### src/sv/slid_pkg.sv
// Package for the sorted key table: default sizes, status and operation codes,
// and the per-cell flag and command types. Depends on nothing.
`default_nettype none

package slid_pkg;

  // Default sizes and fixed field widths
  localparam int CAPACITY_DEF = 16;
  localparam int KEY_BITS_DEF = 16;
  localparam int IN_KEY_W     = 16;
  localparam int OUT_KEY_W    = 16;
  localparam int OUT_COUNT_W  = 5;
  localparam int STATUS_W     = 2;

  typedef enum logic [STATUS_W-1:0] {
    ST_DONE      = 2'd0,
    ST_NOT_FOUND = 2'd1,
    ST_FULL      = 2'd2
  } status_e;

  typedef enum logic {
    OP_INSERT = 1'b0,
    OP_DELETE = 1'b1
  } op_e;

  // What a cell reports to its neighbors and to the top
  typedef struct packed {
    logic valid;
    logic gt;   // stored key greater than the incoming key
    logic eq;   // stored key equal to the incoming key
  } cell_flag_t;

  // Row-wide command for the current beat
  typedef struct packed {
    logic ins;
    logic del;
  } cell_cmd_t;

endpackage

`default_nettype wire

### src/sv/slid_if.sv
// Handshake interfaces for the operation and result channels.
// Depends on slid_pkg for the field widths.
`default_nettype none

interface slid_in_if;
  import slid_pkg::*;
  logic                        valid;
  logic                        ready;
  logic                        operation;
  logic signed [IN_KEY_W-1:0]  key;

  modport source (output valid, output operation, output key, input ready);
  modport sink   (input valid, input operation, input key, output ready);
endinterface

interface slid_out_if;
  import slid_pkg::*;
  logic                          valid;
  logic                          ready;
  logic [STATUS_W-1:0]           status;
  logic [OUT_COUNT_W-1:0]        entry_count;
  logic signed [OUT_KEY_W-1:0]   smallest_key;
  logic signed [OUT_KEY_W-1:0]   largest_key;

  modport source (output valid, output status, output entry_count,
                  output smallest_key, output largest_key, input ready);
  modport sink   (input valid, input status, input entry_count,
                  input smallest_key, input largest_key, output ready);
endinterface

`default_nettype wire

### src/sv/slid_cell.sv
// One cell of the sorted row: holds a key and its valid bit, compares against
// the incoming key and shifts with its neighbors. Depends on slid_pkg.
`default_nettype none

module slid_cell #(
  parameter int KEY_BITS = slid_pkg::KEY_BITS_DEF
) (
  input  wire logic                       clk_i,
  input  wire logic                       rst_ni,
  input  wire slid_pkg::cell_cmd_t        cmd_i,
  input  wire logic signed [KEY_BITS-1:0] key_i,
  input  wire slid_pkg::cell_flag_t       left_flag_i,
  input  wire logic signed [KEY_BITS-1:0] left_key_i,
  input  wire logic                       right_valid_i,
  input  wire logic signed [KEY_BITS-1:0] right_key_i,
  output slid_pkg::cell_flag_t            flag_o,
  output logic signed [KEY_BITS-1:0]      key_o
);
  import slid_pkg::*;

  logic                       valid_q, valid_d;
  logic signed [KEY_BITS-1:0] key_q, key_d;

  // Local compare against the key on the bus
  assign flag_o.valid = valid_q;
  assign flag_o.gt    = valid_q && (key_q > key_i);
  assign flag_o.eq    = valid_q && (key_q == key_i);
  assign key_o        = key_q;

  // Insert: left neighbor moving right pushes its key in; the first cell that
  // is empty or greater takes the new key. Delete: cells at or past the match
  // pull from the right.
  always_comb begin
    key_d   = key_q;
    valid_d = valid_q;
    if (cmd_i.ins) begin
      if (!left_flag_i.valid || left_flag_i.gt) begin
        if (left_flag_i.valid) begin
          key_d   = left_key_i;
          valid_d = 1'b1;
        end
      end else if (!valid_q || flag_o.gt) begin
        key_d   = key_i;
        valid_d = 1'b1;
      end
    end else if (cmd_i.del) begin
      if (flag_o.gt || flag_o.eq) begin
        key_d   = right_key_i;
        valid_d = right_valid_i;
      end
    end
  end

  always_ff @(posedge clk_i or negedge rst_ni) begin
    if (!rst_ni) begin
      valid_q <= 1'b0;
    end else begin
      valid_q <= valid_d;
    end
  end

  always_ff @(posedge clk_i) begin
    key_q <= key_d;
  end

endmodule

`default_nettype wire

### src/sv/sorted_list_insert_delete_core.sv
// Sorted key table top level: a row of compare-and-shift cells, entry count,
// and the result register. Depends on slid_pkg, slid_if and slid_cell.
//
//   channel   dir   payload                                           handshake
//   in_i      in    operation, key                                    valid/ready
//   out_o     out   status, entry_count, smallest_key, largest_key    valid/ready
//
// For each operation the cells compare and shift in the beat's
// cycle, and the next cycle reads the ends of the row into the result register.
// A new beat is taken once that result is formed and the result slot is free
// or draining in the same cycle. Reset clears the count and all valid bits;
// stored keys are not reset. A stalled result holds and blocks new beats.
`default_nettype none

module sorted_list_insert_delete_core #(
  parameter int CAPACITY = slid_pkg::CAPACITY_DEF,
  parameter int KEY_BITS = slid_pkg::KEY_BITS_DEF
) (
  input  wire logic   clk_i,
  input  wire logic   rst_ni,
  slid_in_if.sink     in_i,
  slid_out_if.source  out_o
);
  import slid_pkg::*;

  localparam int CNT_W = $clog2(CAPACITY + 1);

  logic                        busy_q;
  logic                        out_valid_q;
  logic [CNT_W-1:0]            count_q;
  status_e                     status_q;
  logic [STATUS_W-1:0]         res_status_q;
  logic [OUT_COUNT_W-1:0]      res_count_q;
  logic signed [OUT_KEY_W-1:0] res_small_q, res_large_q;

  logic                        accept;
  logic                        full, found;
  logic signed [KEY_BITS-1:0]  key_w;
  cell_cmd_t                   cmd;
  cell_flag_t                  flag   [CAPACITY];
  logic signed [KEY_BITS-1:0]  key_row[CAPACITY];
  logic [CAPACITY-1:0]         valid_vec, eq_vec, last_vec;
  logic signed [KEY_BITS-1:0]  large_key;

  // Input key wrapped or sign-extended to the stored width
  assign key_w  = KEY_BITS'(in_i.key);
  assign accept = in_i.valid && in_i.ready;
  assign full   = (count_q == CNT_W'(CAPACITY));
  assign found  = |eq_vec;

  assign in_i.ready = !busy_q && (!out_valid_q || out_o.ready);

  assign cmd.ins = accept && (op_e'(in_i.operation) == OP_INSERT) && !full;
  assign cmd.del = accept && (op_e'(in_i.operation) == OP_DELETE) && found;

  // Row of cells
  for (genvar g = 0; g < CAPACITY; g++) begin : g_cell
    cell_flag_t                 lf;
    logic signed [KEY_BITS-1:0] lk;
    logic                       rv;
    logic signed [KEY_BITS-1:0] rk;
    if (g == 0) begin : g_head
      assign lf = '{valid: 1'b1, gt: 1'b0, eq: 1'b0};
      assign lk = '0;
    end else begin : g_mid
      assign lf = flag[g-1];
      assign lk = key_row[g-1];
    end
    if (g == CAPACITY - 1) begin : g_tail
      assign rv = 1'b0;
      assign rk = '0;
    end else begin : g_body
      assign rv = flag[g+1].valid;
      assign rk = key_row[g+1];
    end

    slid_cell #(.KEY_BITS(KEY_BITS)) u_cell (
      .clk_i         (clk_i),
      .rst_ni        (rst_ni),
      .cmd_i         (cmd),
      .key_i         (key_w),
      .left_flag_i   (lf),
      .left_key_i    (lk),
      .right_valid_i (rv),
      .right_key_i   (rk),
      .flag_o        (flag[g]),
      .key_o         (key_row[g])
    );

    assign valid_vec[g] = flag[g].valid;
    assign eq_vec[g]    = flag[g].eq;
  end

  // Last valid cell; its key is the largest, zero when the row is empty
  assign last_vec = valid_vec & ~({1'b0, valid_vec[CAPACITY-1:1]});

  always_comb begin
    large_key = '0;
    for (int i = 0; i < CAPACITY; i++) begin
      if (last_vec[i]) begin
        large_key = large_key | key_row[i];
      end
    end
  end

  // Count, status and sequencing
  always_ff @(posedge clk_i or negedge rst_ni) begin
    if (!rst_ni) begin
      busy_q      <= 1'b0;
      out_valid_q <= 1'b0;
      count_q     <= '0;
      status_q    <= ST_DONE;
    end else begin
      busy_q <= accept;
      if (cmd.ins) begin
        count_q <= count_q + CNT_W'(1);
      end else if (cmd.del) begin
        count_q <= count_q - CNT_W'(1);
      end
      if (accept) begin
        if (op_e'(in_i.operation) == OP_INSERT) begin
          status_q <= full ? ST_FULL : ST_DONE;
        end else begin
          status_q <= found ? ST_DONE : ST_NOT_FOUND;
        end
      end
      if (busy_q) begin
        out_valid_q <= 1'b1;
      end else if (out_o.ready) begin
        out_valid_q <= 1'b0;
      end
    end
  end

  // Result payload, formed from the updated row
  always_ff @(posedge clk_i) begin
    if (busy_q) begin
      res_status_q <= status_q;
      res_count_q  <= OUT_COUNT_W'(count_q);
      res_small_q  <= valid_vec[0] ? OUT_KEY_W'(key_row[0]) : '0;
      res_large_q  <= OUT_KEY_W'(large_key);
    end
  end

  assign out_o.valid        = out_valid_q;
  assign out_o.status       = res_status_q;
  assign out_o.entry_count  = res_count_q;
  assign out_o.smallest_key = res_small_q;
  assign out_o.largest_key  = res_large_q;

  logic [CAPACITY:0] valid_plus;
  assign valid_plus = {1'b0, valid_vec} + {{CAPACITY{1'b0}}, 1'b1};

`ifndef NO_ASSERTIONS
  // Occupied cells form a solid run from the head of the row
  a_packed_row : assert property (@(posedge clk_i) disable iff (!rst_ni)
    $onehot(valid_plus))
    else $error("occupied cells not contiguous");

  // Count tracks the number of occupied cells
  a_count_match : assert property (@(posedge clk_i) disable iff (!rst_ni)
    $countones(valid_vec) == 32'(count_q))
    else $error("entry count differs from occupied cells");

  // Every accepted beat yields a result, through busy_q and then out_valid_q
  a_result_follows : assert property (@(posedge clk_i) disable iff (!rst_ni)
    accept |=> ##1 out_valid_q)
    else $error("result not produced after accepted beat");

  // No new beat while the row is being read out
  a_no_overlap : assert property (@(posedge clk_i) disable iff (!rst_ni)
    busy_q |-> !accept)
    else $error("beat accepted during readout");
`endif

endmodule

`default_nettype wire
### src/flat_wrapper.sv
// flat-port wrapper written by rule: the top's interface ports become plain ports
module sorted_list_insert_delete_core_flat import slid_pkg::*;
#(
  parameter int CAPACITY = slid_pkg::CAPACITY_DEF,
  parameter int KEY_BITS = slid_pkg::KEY_BITS_DEF
)
  (clk_i, rst_ni, in_i_valid, in_i_operation, in_i_key, in_i_ready, out_o_valid, out_o_status, out_o_entry_count, out_o_smallest_key, out_o_largest_key, out_o_ready);
  slid_in_if in_i_i ();
  slid_out_if out_o_i ();
  input  wire logic clk_i;
  input  wire logic rst_ni;
  input wire logic [$bits(in_i_i.valid)-1:0] in_i_valid;
  input wire logic [$bits(in_i_i.operation)-1:0] in_i_operation;
  input wire logic [$bits(in_i_i.key)-1:0] in_i_key;
  output wire logic [$bits(in_i_i.ready)-1:0] in_i_ready;
  output wire logic [$bits(out_o_i.valid)-1:0] out_o_valid;
  output wire logic [$bits(out_o_i.status)-1:0] out_o_status;
  output wire logic [$bits(out_o_i.entry_count)-1:0] out_o_entry_count;
  output wire logic [$bits(out_o_i.smallest_key)-1:0] out_o_smallest_key;
  output wire logic [$bits(out_o_i.largest_key)-1:0] out_o_largest_key;
  input wire logic [$bits(out_o_i.ready)-1:0] out_o_ready;
  assign in_i_i.valid = in_i_valid;
  assign in_i_i.operation = in_i_operation;
  assign in_i_i.key = in_i_key;
  assign in_i_ready = in_i_i.ready;
  assign out_o_valid = out_o_i.valid;
  assign out_o_status = out_o_i.status;
  assign out_o_entry_count = out_o_i.entry_count;
  assign out_o_smallest_key = out_o_i.smallest_key;
  assign out_o_largest_key = out_o_i.largest_key;
  assign out_o_i.ready = out_o_ready;
  sorted_list_insert_delete_core #(.CAPACITY(CAPACITY), .KEY_BITS(KEY_BITS)) u_core (.clk_i(clk_i), .rst_ni(rst_ni), .in_i(in_i_i), .out_o(out_o_i));
endmodule
### config.mk
export PLATFORM = sky130hd
export DESIGN_NAME = sorted_list_insert_delete_core_flat
export DESIGN_NICKNAME = d
export VERILOG_FILES = /design/src/sv/slid_pkg.sv /design/src/sv/slid_if.sv /design/src/sv/slid_cell.sv /design/src/sv/sorted_list_insert_delete_core.sv /design/src/flat_wrapper.sv
export SDC_FILE = /design/constraint.sdc
export NUM_CORES = 1
export LEC_CHECK = 0
export BUFFER_PORTS_ARGS = -buffer_cell sky130_fd_sc_hd__buf_2
export CORE_MARGIN = 3
export CORE_UTILIZATION = 40
export CTS_CLUSTER_DIAMETER = 200
export DETAILED_ROUTE_END_ITERATION = 7
export MAX_ROUTING_LAYER = met4
export PLACE_DENSITY = 0.55
export SETUP_SLACK_MARGIN = 0.4
export SYNTH_ARGS = -nofsm -noshare
export SYNTH_HDL_FRONTEND = slang
export SYNTH_HIERARCHICAL = 1
export SYNTH_SLANG_ARGS = --single-unit
### constraint.sdc
create_clock -name clk_i -period 4.3 [get_ports clk_i]
set_clock_uncertainty 0.05 [all_clocks]
set_input_delay 0.43 -clock clk_i [delete_from_list [all_inputs] [get_ports clk_i]]
set_output_delay 0.43 -clock clk_i [all_outputs]
set_load 0.05 [all_outputs]
# ---- Yosys cells after proc, flatten, opt, wreduce, memory -nomap -nowiden
# Cells that the tools add are included.
dict set report totals {
  reg_bits 320
  latchBits 0
  ramBits 0
  rom_bits 0
  in_bits 21
  output_inout_bits 41
  elab_cells 460
  memories 0
}
dict set report op_classes {
  n_addsub 2
  mul 0
  div_mod_pow 0
  magnitude_cmp 16
  eq_ne 48
  shifts 0
  mux 211
  bitwise_logic 18
  n_reduce_logical 125
}
# op n
set op_table {}
lappend op_table {{$mux W16} 110}
lappend op_table {{$eq A16 B16 Y1} 16}
lappend op_table {{$gt A16 B16 Y1} 16}
lappend op_table {{$or A16 B16 Y16} 15}
lappend op_table {{$mux W1} 97}
lappend op_table {{$ne A3 B3 Y1 const B} 30}
lappend op_table {{$reduce_and A4 Y1} 15}
lappend op_table {{$logic_and A1 B1 Y1} 38}
lappend op_table {{$reduce_bool A2 Y1} 18}
lappend op_table {{$logic_or A1 B1 Y1} 33}
lappend op_table {{$logic_not A1 Y1} 19}
lappend op_table {{$and A16 B16 Y16} 1}
lappend op_table {{$not A15 Y16} 1}
lappend op_table {{$reduce_or A16 Y1} 1}
lappend op_table {{$mux W5} 2}
lappend op_table {{$add A5 B1 Y5 const B} 1}
lappend op_table {{$eq A5 B5 Y1 const B} 1}
lappend op_table {{$sub A5 B1 Y5 const B} 1}
lappend op_table {{$mux W2} 2}
lappend op_table {{$reduce_and A3 Y1} 1}
lappend op_table {{$ne A2 B2 Y1 const B} 1}
lappend op_table {{$not A1 Y1} 1}

# ---- Longest topological paths before layout
dict set report logic_depth {
  word_depth 33
  ltp_mapped 13
  ltp_nobuf 11
}

# ---- Modules after synthesis
# Netlist, hierarchy kept.
# module n_inst cells_each area_per_inst_um2 seq_area_each_um2
set by_module_without_submodules {}
lappend by_module_without_submodules {{slid_cell (u_core.g_cell[0].u_cell ...)} 13 143 1336.3 505.5}
lappend by_module_without_submodules {{slid_cell (u_core.g_cell[7].u_cell ...)} 3 144 1345.0 505.5}
lappend by_module_without_submodules {sorted_list_insert_delete_core 1 296 3357.0 1396.3}

# ---- Worst setup path after synthesis
# No wires, ideal clock.
dict set report synth_timing {
  kind {reg2reg}
  startpoint {register u_core.busy_q}
  endpoint {register u_core.g_cell[0].u_cell.key_q[0] (enable)}
  setup_ps 411
  arrival_ps 3374
  t_required_ps 3839
  setup_slack_ps 465
  path_stages_with_launch 8
  n_path_buf 1
  synth_period_minus_slack_ps 3835
  path_cell_list {dfrtp_1 -> nor2b_1 -> nand2_2 -> nor3_4 -> clkbuf_1 -> nand2_1 -> o21a_1 -> o21ai_0}
}
# item line_no
set synth_lines {}
lappend synth_lines {{start: declaration} sorted_list_insert_delete_core.sv:28} ;# logic busy_q;
lappend synth_lines {{start signal: assignment} sorted_list_insert_delete_core.sv:114} ;# busy_q <= accept;
lappend synth_lines {{end signal: assignment} slid_cell.sv:63} ;# key_q <= key_d;
lappend synth_lines {{end: declaration} slid_cell.sv:22} ;# logic signed [KEY_BITS-1:0] key_q, key_d;

==> impl_metrics.csv <==
group,metric,value,unit
setup_path,crit_slowest_cell,"nor4_1",
setup_path,start_kind,"register",
clocking,clock_latency,0.58,ns
global_route,grt_pass1_wl,142000,um
power,power_density,504,mW/mm^2
clocking,htreeDepth,2,
synthesis,synth-warning-count,6,
routing,wl,99000,um
global_route,antenna_found_initial,3,
power,p_sw_share,40.1,%
job,max_cap_viol_count,0,
setup_path,cp_num_buf_inv,1,
place,place_congestion,0.964,
sta,period_minus_slack,3.85,ns
routing,vias_per_cell,6.11,
power,peakVddDrop,342,uV
hold_path,min_path_cells,3,
routing,drtIter0Drc,2023,
clocking,clock-sinks,320,
die,coreArea,0.0608,mm^2
setup_path,critPathCaptureType,"register",
routing,antenna_left,0,
global_route,groute.usage.overall,31.0,%
clocking,cts_tree,"done",
layout,drive_above_1_share,11.3,%
setup_path,crit_chain,"ha_1 > nand4_2 > nor4_1 > and2_1 > nor4_2 > nand4_1 > and3_4 > nand3b_1 > o21a_1 > o21ai_1 > buf_4",
sta,finalSetupTns,0,ns
power,internal-power,8.53,mW
sta,fin_crit_sh,89.6,%
power,net-switching-power,5.70,mW
setup_path,arrival,4.08,ns
layout,nets,2987,
routing,wire_per_inst,28.1,um
clocking,clock_path_buffers,3,
place,port_buffers,61,
global_route,gr-total-overflow,0,
routing,vias,21500,
die,initial_core_util,40.7,%
setup_path,max_stage_delay,0.63,ns
clocking,cts_root_buffer,"clkbuf_16",
setup_path,crit_type,"reg -> reg",
clocking,clk_pin_slew,0.06,ns
run_status,outcome,"finished, final reports clean",
setup_path,worstPathMaxFanout,18,
sta,slew_viol_final,0,
layout,multi_input_area,0.0137,mm^2
layout,final_common_cell,"a21oi_1",
sta,hold_viol,0,
die,die_y,255,um
setup_path,required,4.53,ns
hold_path,hold_class,"in -> reg",
routing,first_pass_iters,6,
die,fp-row-count,90,
synthesis,synthCells,2585,
power,leakage,12.2,nW
die,fp.dieArea,0.0649,mm^2
sta,fmax,259,MHz
place,dpl.hpwl,72200,um
setup_path,r2r_cells,11,
routing,drc,0,
layout,final.fill_count,5772,
power,power_frac_comb,40.6,%
sta,worst_pin_slew,1.19,ns
clocking,cts_buffers,40,
synthesis,syn_area,0.0248,mm^2
layout,mostFrequentLayoutCells,"370 x a21oi_1, 295 x edfxtp_1, 291 x inv_1",
sta,hold_ws,0.139,ns
sta,maxSlewHeadroom,20.6,%
setup_path,crit_family,"simple AND/OR/NAND/NOR gates",
synthesis,syn-mean-instance-area,9.57,um^2
sta,setup_viol,0,
layout,area_growth,14.1,%
layout,seqCellArea,0.00949,mm^2
global_route,grt_max_degree,137,
sta,rsz0062_at_grt,"false",
setup_path,cp.depth,11,
global_route,grt_pass1_vias,20700,
die,die_w,255,um
power,power_frac_clock,26.1,%
power,pwr-share-seq,33.3,%
die,io_pins,62,
[through the flow]
step           instance area (um^2)  setup slack [ns]  total power, mW  utilization, %  cells
6_report                      28300             0.446             14.2            46.5   3522
5_1_grt                       28300             0.428             14.8            46.5   3522
4_1_cts                       28200             0.471             14.1            46.4   3519
3_5_place_dp                  26800             0.139             10.4            44.0   3445
3_3_place_gp                  26800             0.136             10.3            44.0   3445
2_1_floorplan                 24900             0.465             8.28               -   2619
[cell type report]
type | count | area share, %
antenna | 3 | 0.0266
sequential | 320 | 33.6
inverter | 291 | 3.87
timing repair buffer | 190 | 5.67
clock buffer | 47 | 3.75
tap | 782 | 3.46
multi-input combinational | 1863 | 48.4
clock inverter | 26 | 1.23
[path summary, 6_finish.rpt]
check                                                       startpoint                                     endpoint  slack (ns)
max in group asynchronous                                       rst_ni                      u_core/busy_q$_DFF_PN0_        3.11
hold reg to reg                         u_core/status_q[0]$_DFFE_PN0P_             u_core/out_o.status[0]$_DFFE_PP_        0.40
hold / removal                                             out_o_ready               u_core/out_o.valid$_DFFE_PN0P_        0.14
setup reg to reg           u_core/g_cell[6].u_cell/key_o[14]$_DFFE_PP_  u_core/g_cell[13].u_cell/key_o[1]$_DFFE_PP_        0.45
min in group asynchronous                                       rst_ni                u_core/count_q[1]$_DFFE_PN0P_        0.47
setup / recovery           u_core/g_cell[6].u_cell/key_o[14]$_DFFE_PP_  u_core/g_cell[13].u_cell/key_o[1]$_DFFE_PP_        0.45
[flip-flops by register name (all words and copies together), names as in the netlist, 2 cells and up]
register / flops
u_core/g_cell.u_cell/key_o: 256
u_core/g_cell.u_cell/valid_q: 16
u_core/out_o.status: 2
u_core/out_o.largest_key: 16
u_core/out_o.smallest_key: 16
u_core/status_q: 2
u_core/out_o.entry_count: 5
u_core/count_q: 5
[worst register-to-register path: stages, from the launching register on]
cell and delay [ns]:
edfxtp_1 0.53, ha_1 0.40, nand4_2 0.15, nor4_1 0.63, and2_1 0.36, nor4_2 0.08, nand4_1 0.11, and3_4 0.48
nand3b_1 0.16, o21a_1 0.13, o21ai_1 0.27, buf_4 0.23
[per-layer routing]
| layer | vias to the layer above | routed length [um] | global-route usage, % | share of wire [%] |
|---|---|---|---|---|
| met2 | 1048 | 45300 | 49.1 | 46 |
| met3 | 201 | 8840 | 6.05 | 8.9 |
| met1 | 10600 | 40800 | 39.7 | 41 |
| met4 | 0 | 4010 | 11.0 | 4.1 |
| li1 | 9725 | - | - | - |
| met5 | - | 0 | - | 0 |
[what timing repair did]
action | in CTS | in global routing
setup endpoints to repair | 6 | 190
hold buffers | 1 | 0
buffers inserted | 0 | 0
hold endpoints to repair | 25 | 0
gates resized for setup | 1 | 6
[power by group through the flow]
stage / registers (mW) / logic (mW) / clock network, mW
detailed placement: 4.78 / 5.62 / 0
finish: 4.73 / 5.78 / 3.71
CTS: 4.72 / 5.65 / 3.78
global placement: 4.78 / 5.53 / 0
global route: 4.77 / 6.15 / 3.89
floorplan: 4.69 / 3.59 / 0
Note: power is estimated with default switching activity, not from simulation.
